[config.mk]
export PLATFORM = sky130hd
export DESIGN_NAME = prime_range_sum_top
export DESIGN_NICKNAME = d
export VERILOG_FILES = /design/src/rtl/prs_pkg.sv /design/src/rtl/prs_ctrl.sv /design/src/rtl/prs_datapath.sv /design/src/rtl/prime_range_sum_top.sv
export SDC_FILE = /design/constraint.sdc
export NUM_CORES = 1
export LEC_CHECK = 0
export BUFFER_PORTS_ARGS = -buffer_cell sky130_fd_sc_hd__buf_2
export CORE_ASPECT_RATIO = 1.5
export CORE_MARGIN = 1
export CORE_UTILIZATION = 55
export DETAILED_ROUTE_END_ITERATION = 12
export PLACE_DENSITY = 0.87
export SLEW_MARGIN = 10
export SYNTH_ARGS = -nofsm -noshare
export SYNTH_HDL_FRONTEND = slang
export SYNTH_SLANG_ARGS = --single-unit
export TNS_END_PERCENT = 50
[constraint.sdc]
create_clock -name clock -period 3.2 [get_ports clock]
set_input_delay 0.64 -clock clock [delete_from_list [all_inputs] [get_ports clock]]
set_output_delay 0.64 -clock clock [all_outputs]
set_load 0.03 [all_outputs]
[src/rtl/prs_pkg.sv]
// Shared types and constants for the prime range sum block.
package prs_pkg;

   localparam int FIRST_DIVISOR = 2;

   typedef enum logic [2:0] {
      ST_IDLE,
      ST_START,
      ST_CHECK,
      ST_DIV,
      ST_EVAL,
      ST_ADD,
      ST_NEXT,
      ST_FINISH
   } state_type;

   typedef struct packed {
      logic load;
      logic div_init;
      logic div_step;
      logic div_next;
      logic add;
      logic cand_next;
      logic emit;
   } cmd_type;

   typedef struct packed {
      logic range_empty;
      logic cand_lt2;
      logic bound_passed;
      logic rem_zero;
      logic div_last;
      logic cand_at_end;
      logic out_free;
   } status_type;

endpackage

[src/rtl/prs_ctrl.sv]
// Sequencer for the range walk and trial-division loop.
module prs_ctrl (
   input  logic                  clock,
   input  logic                  reset,
   input  logic                  req_valid,
   input  prs_pkg::status_type   status,
   output prs_pkg::cmd_type      cmd,
   output prs_pkg::state_type    state,
   output logic                  req_ready
);
   import prs_pkg::*;

   state_type state_ff;
   state_type state_in;

   always_ff @(posedge clock) begin
      if (reset) begin
         state_ff <= ST_IDLE;
      end else begin
         state_ff <= state_in;
      end
   end

   always_comb begin
      state_in = state_ff;
      case (state_ff)
         ST_IDLE: begin
            if (req_valid) state_in = ST_START;
         end
         ST_START: begin
            state_in = status.range_empty ? ST_FINISH : ST_CHECK;
         end
         ST_CHECK: begin
            if (status.cand_lt2) state_in = ST_NEXT;
            else if (status.bound_passed) state_in = ST_ADD;
            else state_in = ST_DIV;
         end
         ST_DIV: begin
            if (status.div_last) state_in = ST_EVAL;
         end
         ST_EVAL: begin
            state_in = status.rem_zero ? ST_NEXT : ST_CHECK;
         end
         ST_ADD: begin
            state_in = ST_NEXT;
         end
         ST_NEXT: begin
            state_in = status.cand_at_end ? ST_FINISH : ST_CHECK;
         end
         ST_FINISH: begin
            if (status.out_free) state_in = ST_IDLE;
         end
         default: begin
            state_in = ST_IDLE;
         end
      endcase
   end

   always_comb begin
      cmd = '0;
      case (state_ff)
         ST_IDLE:   cmd.load = req_valid;
         ST_CHECK:  cmd.div_init = !status.cand_lt2 && !status.bound_passed;
         ST_DIV:    cmd.div_step = 1'b1;
         ST_EVAL:   cmd.div_next = !status.rem_zero;
         ST_ADD:    cmd.add = 1'b1;
         ST_NEXT:   cmd.cand_next = !status.cand_at_end;
         ST_FINISH: cmd.emit = status.out_free;
         default:   cmd = '0;
      endcase
   end

   assign req_ready = (state_ff == ST_IDLE);
   assign state     = state_ff;

endmodule

[src/rtl/prs_datapath.sv]
// Range registers, bit-serial remainder unit, square bound tracker and sum.
module prs_datapath #(
   parameter int VALUE_BITS = 24,
   parameter int SUM_BITS   = 48
) (
   input  logic                  clock,
   input  logic                  reset,
   input  prs_pkg::cmd_type      cmd,
   input  logic [VALUE_BITS-1:0] range_start,
   input  logic [VALUE_BITS-1:0] range_end,
   input  logic                  rsp_ready,
   output prs_pkg::status_type   status,
   output logic                  rsp_valid,
   output logic [SUM_BITS-1:0]   prime_sum
);
   import prs_pkg::*;

   localparam int DIV_BITS = (VALUE_BITS + 1) / 2 + 1;
   localparam int DSQ_BITS = VALUE_BITS + 2;
   localparam int CNT_BITS = $clog2(VALUE_BITS + 1);

   logic [VALUE_BITS-1:0] start_ff, end_ff, cand_ff, shreg_ff;
   logic [VALUE_BITS-1:0] start_in, end_in, cand_in, shreg_in;
   logic [DIV_BITS-1:0]   div_ff, div_in, rem_ff, rem_in;
   logic [DSQ_BITS-1:0]   dsq_ff, dsq_in;
   logic [CNT_BITS-1:0]   cnt_ff, cnt_in;
   logic [SUM_BITS-1:0]   sum_ff, sum_in, out_data_ff, out_data_in;
   logic                  out_valid_ff, out_valid_in;
   logic [DIV_BITS:0]     trial;

   // one remainder bit per cycle, MSB first
   assign trial = {rem_ff, shreg_ff[VALUE_BITS-1]};

   always_comb begin
      start_in    = start_ff;
      end_in      = end_ff;
      cand_in     = cand_ff;
      shreg_in    = shreg_ff;
      div_in      = div_ff;
      rem_in      = rem_ff;
      dsq_in      = dsq_ff;
      cnt_in      = cnt_ff;
      sum_in      = sum_ff;
      out_data_in = out_data_ff;
      out_valid_in = out_valid_ff;
      if (cmd.load) begin
         start_in = range_start;
         end_in   = range_end;
         cand_in  = range_start;
         div_in   = DIV_BITS'(FIRST_DIVISOR);
         dsq_in   = DSQ_BITS'(FIRST_DIVISOR * FIRST_DIVISOR);
         sum_in   = '0;
      end
      if (cmd.div_init) begin
         shreg_in = cand_ff;
         rem_in   = '0;
         cnt_in   = CNT_BITS'(VALUE_BITS);
      end
      if (cmd.div_step) begin
         shreg_in = {shreg_ff[VALUE_BITS-2:0], 1'b0};
         cnt_in   = cnt_ff - CNT_BITS'(1);
         if (trial >= {1'b0, div_ff}) begin
            rem_in = DIV_BITS'(trial - {1'b0, div_ff});
         end else begin
            rem_in = DIV_BITS'(trial);
         end
      end
      if (cmd.div_next) begin
         div_in = div_ff + DIV_BITS'(1);
         dsq_in = dsq_ff + DSQ_BITS'({div_ff, 1'b1});
      end
      if (cmd.add) begin
         sum_in = sum_ff + SUM_BITS'(cand_ff);
      end
      if (cmd.cand_next) begin
         cand_in = cand_ff + VALUE_BITS'(1);
         div_in  = DIV_BITS'(FIRST_DIVISOR);
         dsq_in  = DSQ_BITS'(FIRST_DIVISOR * FIRST_DIVISOR);
      end
      if (cmd.emit) begin
         out_data_in  = sum_ff;
         out_valid_in = 1'b1;
      end else if (rsp_ready) begin
         out_valid_in = 1'b0;
      end
   end

   always_ff @(posedge clock) begin
      if (reset) begin
         out_valid_ff <= 1'b0;
         cand_ff      <= '0;
         div_ff       <= DIV_BITS'(FIRST_DIVISOR);
         rem_ff       <= '0;
         sum_ff       <= '0;
      end else begin
         out_valid_ff <= out_valid_in;
         cand_ff      <= cand_in;
         div_ff       <= div_in;
         rem_ff       <= rem_in;
         sum_ff       <= sum_in;
      end
   end

   always_ff @(posedge clock) begin
      start_ff    <= start_in;
      end_ff      <= end_in;
      shreg_ff    <= shreg_in;
      dsq_ff      <= dsq_in;
      cnt_ff      <= cnt_in;
      out_data_ff <= out_data_in;
   end

   assign status.range_empty  = (end_ff < start_ff);
   assign status.cand_lt2     = (cand_ff < VALUE_BITS'(FIRST_DIVISOR));
   assign status.bound_passed = (dsq_ff > DSQ_BITS'(cand_ff));
   assign status.rem_zero     = (rem_ff == '0);
   assign status.div_last     = (cnt_ff == CNT_BITS'(1));
   assign status.cand_at_end  = (cand_ff == end_ff);
   assign status.out_free     = !out_valid_ff || rsp_ready;

   assign rsp_valid = out_valid_ff;
   assign prime_sum = out_data_ff;

endmodule

[src/rtl/prime_range_sum_top.sv]
// Top level of the prime range sum block: stream ports, controller and datapath.
// Each candidate of two or more gets bit-serial trial divisions until a divisor divides it or
//   the square of the divisor passes it; a candidate left undivided is added to the sum.
// Throughput: one request at a time; the next is taken once the result is in the output
//   register; a stalled result holds the controller in its final state.
// Reset: synchronous active-high; controller back to idle, output register empty.
module prime_range_sum_top #(
   parameter int VALUE_BITS = 24,
   parameter int SUM_BITS   = 48
) (
   input  logic                               clock,
   input  logic                               reset,
   input  logic                               req_tvalid,
   output logic                               req_tready,
   // range_start, range_end
   input  logic [((2*VALUE_BITS+7)/8)*8-1:0]  req_tdata,
   output logic                               rsp_tvalid,
   input  logic                               rsp_tready,
   // prime_sum
   output logic [((SUM_BITS+7)/8)*8-1:0]      rsp_tdata
);
   import prs_pkg::*;

   localparam int RSP_BITS = ((SUM_BITS + 7) / 8) * 8;

   cmd_type             cmd;
   status_type          status;
   state_type           state;
   logic [SUM_BITS-1:0] prime_sum;

   prs_ctrl u_ctrl (
      .clock     (clock),
      .reset     (reset),
      .req_valid (req_tvalid),
      .status    (status),
      .cmd       (cmd),
      .state     (state),
      .req_ready (req_tready)
   );

   prs_datapath #(
      .VALUE_BITS (VALUE_BITS),
      .SUM_BITS   (SUM_BITS)
   ) u_datapath (
      .clock       (clock),
      .reset       (reset),
      .cmd         (cmd),
      .range_start (req_tdata[VALUE_BITS-1:0]),
      .range_end   (req_tdata[2*VALUE_BITS-1:VALUE_BITS]),
      .rsp_ready   (rsp_tready),
      .status      (status),
      .rsp_valid   (rsp_tvalid),
      .prime_sum   (prime_sum)
   );

   assign rsp_tdata = RSP_BITS'(prime_sum);

   a_busy_after_request: assert property (@(posedge clock) disable iff (reset)
      req_tvalid && req_tready |=> !req_tready)
      else $error("request accepted while a range was still being summed");

   a_idle_quiet: assert property (@(posedge clock) disable iff (reset)
      state == ST_IDLE |-> !(cmd.add || cmd.div_step || cmd.emit))
      else $error("datapath command issued while idle");

   a_emit_needs_room: assert property (@(posedge clock) disable iff (reset)
      cmd.emit |-> (!rsp_tvalid || rsp_tready))
      else $error("result emitted over an undelivered result");

   a_emit_returns_idle: assert property (@(posedge clock) disable iff (reset)
      cmd.emit |=> req_tready && rsp_tvalid)
      else $error("result emitted without return to idle");

endmodule

==> flow_summary.yaml <==
yosys:
  yosys_warnings: 0
  yosys_register_bits: 253
  synth_ff_type: "dfxtp_1"
  synth_cell_types: 73
  syn-cell-area_um2: 13600
  synth_edf_count: 124
  yosysMostFrequentCell: "dfxtp_1"
  synth_area_leaders: "edfxtp_1, dfxtp_1, ha_1"
  synth_nets: 1547
  yosys.area.top_type: "edfxtp_1"
  ys_top_cells_by_count: "dfxtp_1, edfxtp_1, a21oi_1, nor2_1, ha_1"
  syn-instance-count: 1391
  avgSynthCellArea_um2: 9.80
  ys_seq_area_share_pct: 46.3
  synth_top_area_share_pct: 27.3
  synthArstFlopShare_pct: 0
sta:
  tightest_slew_ns: 0.679
  finalHoldViolCount: 0
  maxSlewViolCount: 0
  setup_viol_count_final: 0
  max_slew_margin_pct: 54.3
  fin_worst_skew_ns: 0.0245
  worst_slack_ns: 0.0766
  rsz0062_at_grt: "false"
  finalCriticalPeriod_ns: 3.12
  finalCritPeriodShare_pct: 97.6
  fmaxAchievable_ghz: 0.320
setup_path:
  cp-start-kind: "register"
  end_kind: "register"
  critPathArrivalTime_ns: 3.62
  critPathMaxFanout: 8
  crit_type: "reg2reg"
  required_ns: 3.69
power:
  p_per_area_nw_per_um2: 678
  cellLeakagePower_nw: 6.30
  ir_drop_v: 0.000437
  power.total_mw: 10.6
clock_tree:
  cts_buffers: 25
  tritoncts: "built"
  htree_num_levels: 1
  clkSlewWorstSetupHoldPaths_ns: 0.07
  clk_latency_ns: 0.56
  cts_root_buffer: "clkbuf_16"
  cts_setup_buffers: 0
  clock_path_buffers: 3
  cts_sinks: 253
routing:
  avgRoutedWirePerCell_um: 20.6
  vias: 11800
  first_iter_violations: 1003
  wirelength_um: 38300
  route.detailed.drc: 0
  drt-pass1-iter-count: 6
  vias_per_cell: 6.36
  ant_nets: 0
hold_path:
  min_path_type: "in2reg"
grt:
  grt_pass1_vias: 11600
  grt_max_degree: 66
  grt-ovfl-total: 0
  grt_usage_pct: 30.7
  grt_pass1_wl_um: 60300
  grt_antenna_before_repair: 1
die:
  core-area_um2: 24300
  die_height_um: 195
  dieArea_um2: 25400
  die_w_um: 131
  ios: 102
  start_util_pct: 56.0
  rows: 70
place:
  place_ws_ns: -0.111
  placed_area_um2: 14800
  place_congestion: 0.997
  dp.cells: 1812
  hpwlAfterDp_um: 27900
  port_buffers: 101
layout:
  final_area_um2: 15700
  layout-drive-gt1-share_pct: 15.3
  syn_to_final_growth_pct: 15.3
  final_core_util_pct: 64.5
  nets: 1671
  finalNonFillerCells: 1859
run_status:
  outcome: "completed"
run:
  drv_cap: 0
-- flip-flops by register name, indices dropped and copies added (netlist names) --
| signal | count |
|---|---|
| u_datapath.start_ff | 24 |
| u_datapath.div_ff | 13 |
| u_ctrl.state | 3 |
| u_datapath.end_ff | 24 |
| u_datapath.shreg_ff | 24 |
| u_datapath.prime_sum | 48 |
| u_datapath.dsq_ff | 26 |
| u_datapath.rem_ff | 13 |
| u_datapath.cnt_ff | 5 |
| u_datapath.cand_ff | 24 |
| u_datapath.sum_ff | 48 |
| u_datapath.rsp_valid | 1 |
-- final timing paths --
kind	from	endpoint	slack, ns	depth (start not counted)
worst max-delay path	u_datapath.cand_ff[16]	u_datapath.sum_ff[32]	0.08	11
worst min-delay path	req_tdata[34]	u_datapath.end_ff[10]	0.25	1
worst max register to register	u_datapath.cand_ff[16]	u_datapath.sum_ff[32]	0.08	11
worst min register to register	u_datapath.sum_ff[47]	u_datapath.prime_sum[47]	0.47	0
-- through the flow --
step | hold slack [ns] | setup TNS, ns
2_1_floorplan | 0.424 | -5.95
3_3_place_gp | 0.436 | 0
3_5_place_dp | 0.446 | -0.142
4_1_cts | 0.249 | 0
5_1_grt | 0.248 | 0
6_report | 0.252 | 0
-- per-layer routing --
| metal | part of all wire, % | GRT usage [%] |
|---|---|---|
| met5 | 0.037 | 0 |
| met1 | 34 | 32.1 |
| met4 | 9.4 | 24.3 |
| met3 | 7.2 | 5.59 |
| met2 | 49 | 52.9 |
-- layout by cell type, fill, tap and decap left out, drive strengths merged, types with 7 or more instances in the layout --
cell / Yosys / final
o21ai: 67 / 67
o31ai: 13 / 13
nor2: 107 / 107
dfxtp: 129 / 129
nand2b: 14 / 14
a21oi: 116 / 116
ha: 101 / 101
a22o: 41 / 41
clkbuf: 49 / 30
o211ai: 22 / 22
edfxtp: 124 / 124
a21o: 21 / 21
inv: 83 / 87
and3: 30 / 30
o2111ai: 7 / 7
nand3: 53 / 53
mux2i: 7 / 7
nand2: 83 / 83
nor2b: 9 / 9
a2111oi: 7 / 7
nor3: 29 / 29
a31oi: 15 / 15
o21a: 11 / 11
xor2: 21 / 21
nor4: 14 / 14
nand4: 28 / 28
xnor2: 42 / 42
o2bb2ai: 8 / 8
clkinv: 0 / 7
a211oi: 17 / 17
buf: 16 / 162
or3: 22 / 22
-- area by class of cell --
cell class | instances | area (um2)
Clock inverter | 16 | 203
Antenna cell | 1 | 2.50
Multi-Input combinational cell | 990 | 6780
Inverter | 83 | 312
Timing Repair Buffer | 162 | 1030
Fill cell | 1903 | 8630
Sequential cell | 253 | 6310
Clock buffer | 30 | 676
Tap cell | 324 | 405
-- worst max-delay path, cell delays in order, from the launching register on --
cell      delay, ns
dfxtp_1        0.64
ha_1           0.43
o21ai_0        0.20
o21bai_1       0.11
a211oi_1       0.27
o21ai_0        0.16
a311oi_2       0.42
o21ai_1        0.19
buf_4          0.19
a211oi_1       0.26
a31oi_1        0.08
nor2_1         0.10
-- logic make-up (layout without fill, tap and decap cells) --
kind of cell    after synthesis  in the layout  share of synthesized area (%)
fa+ha+maj                   104            104                           9.71
simple gates                418            418                           15.4
other cells                   0              1                              0
mux                          11             11                          0.844
compound gates              394            394                           19.5
buf+inv                     148            291                           4.27
xor+xnor                     63             63                           4.05
flops                       253            253                           46.3
-- power by group --
group | switching (mW) | internal, mW | leakage, nW
combinational | 2.00 | 1.17 | 3.69
clock | 1.33 | 1.85 | 0.435
sequential | 0.376 | 3.93 | 2.18
-- what timing repair did --
action                     in CTS  in global routing
hold buffers                    0                  0
setup endpoints to repair       8                 60
gates resized for setup         1                  6
No activity file was read; power rests on OpenSTA's default activity.
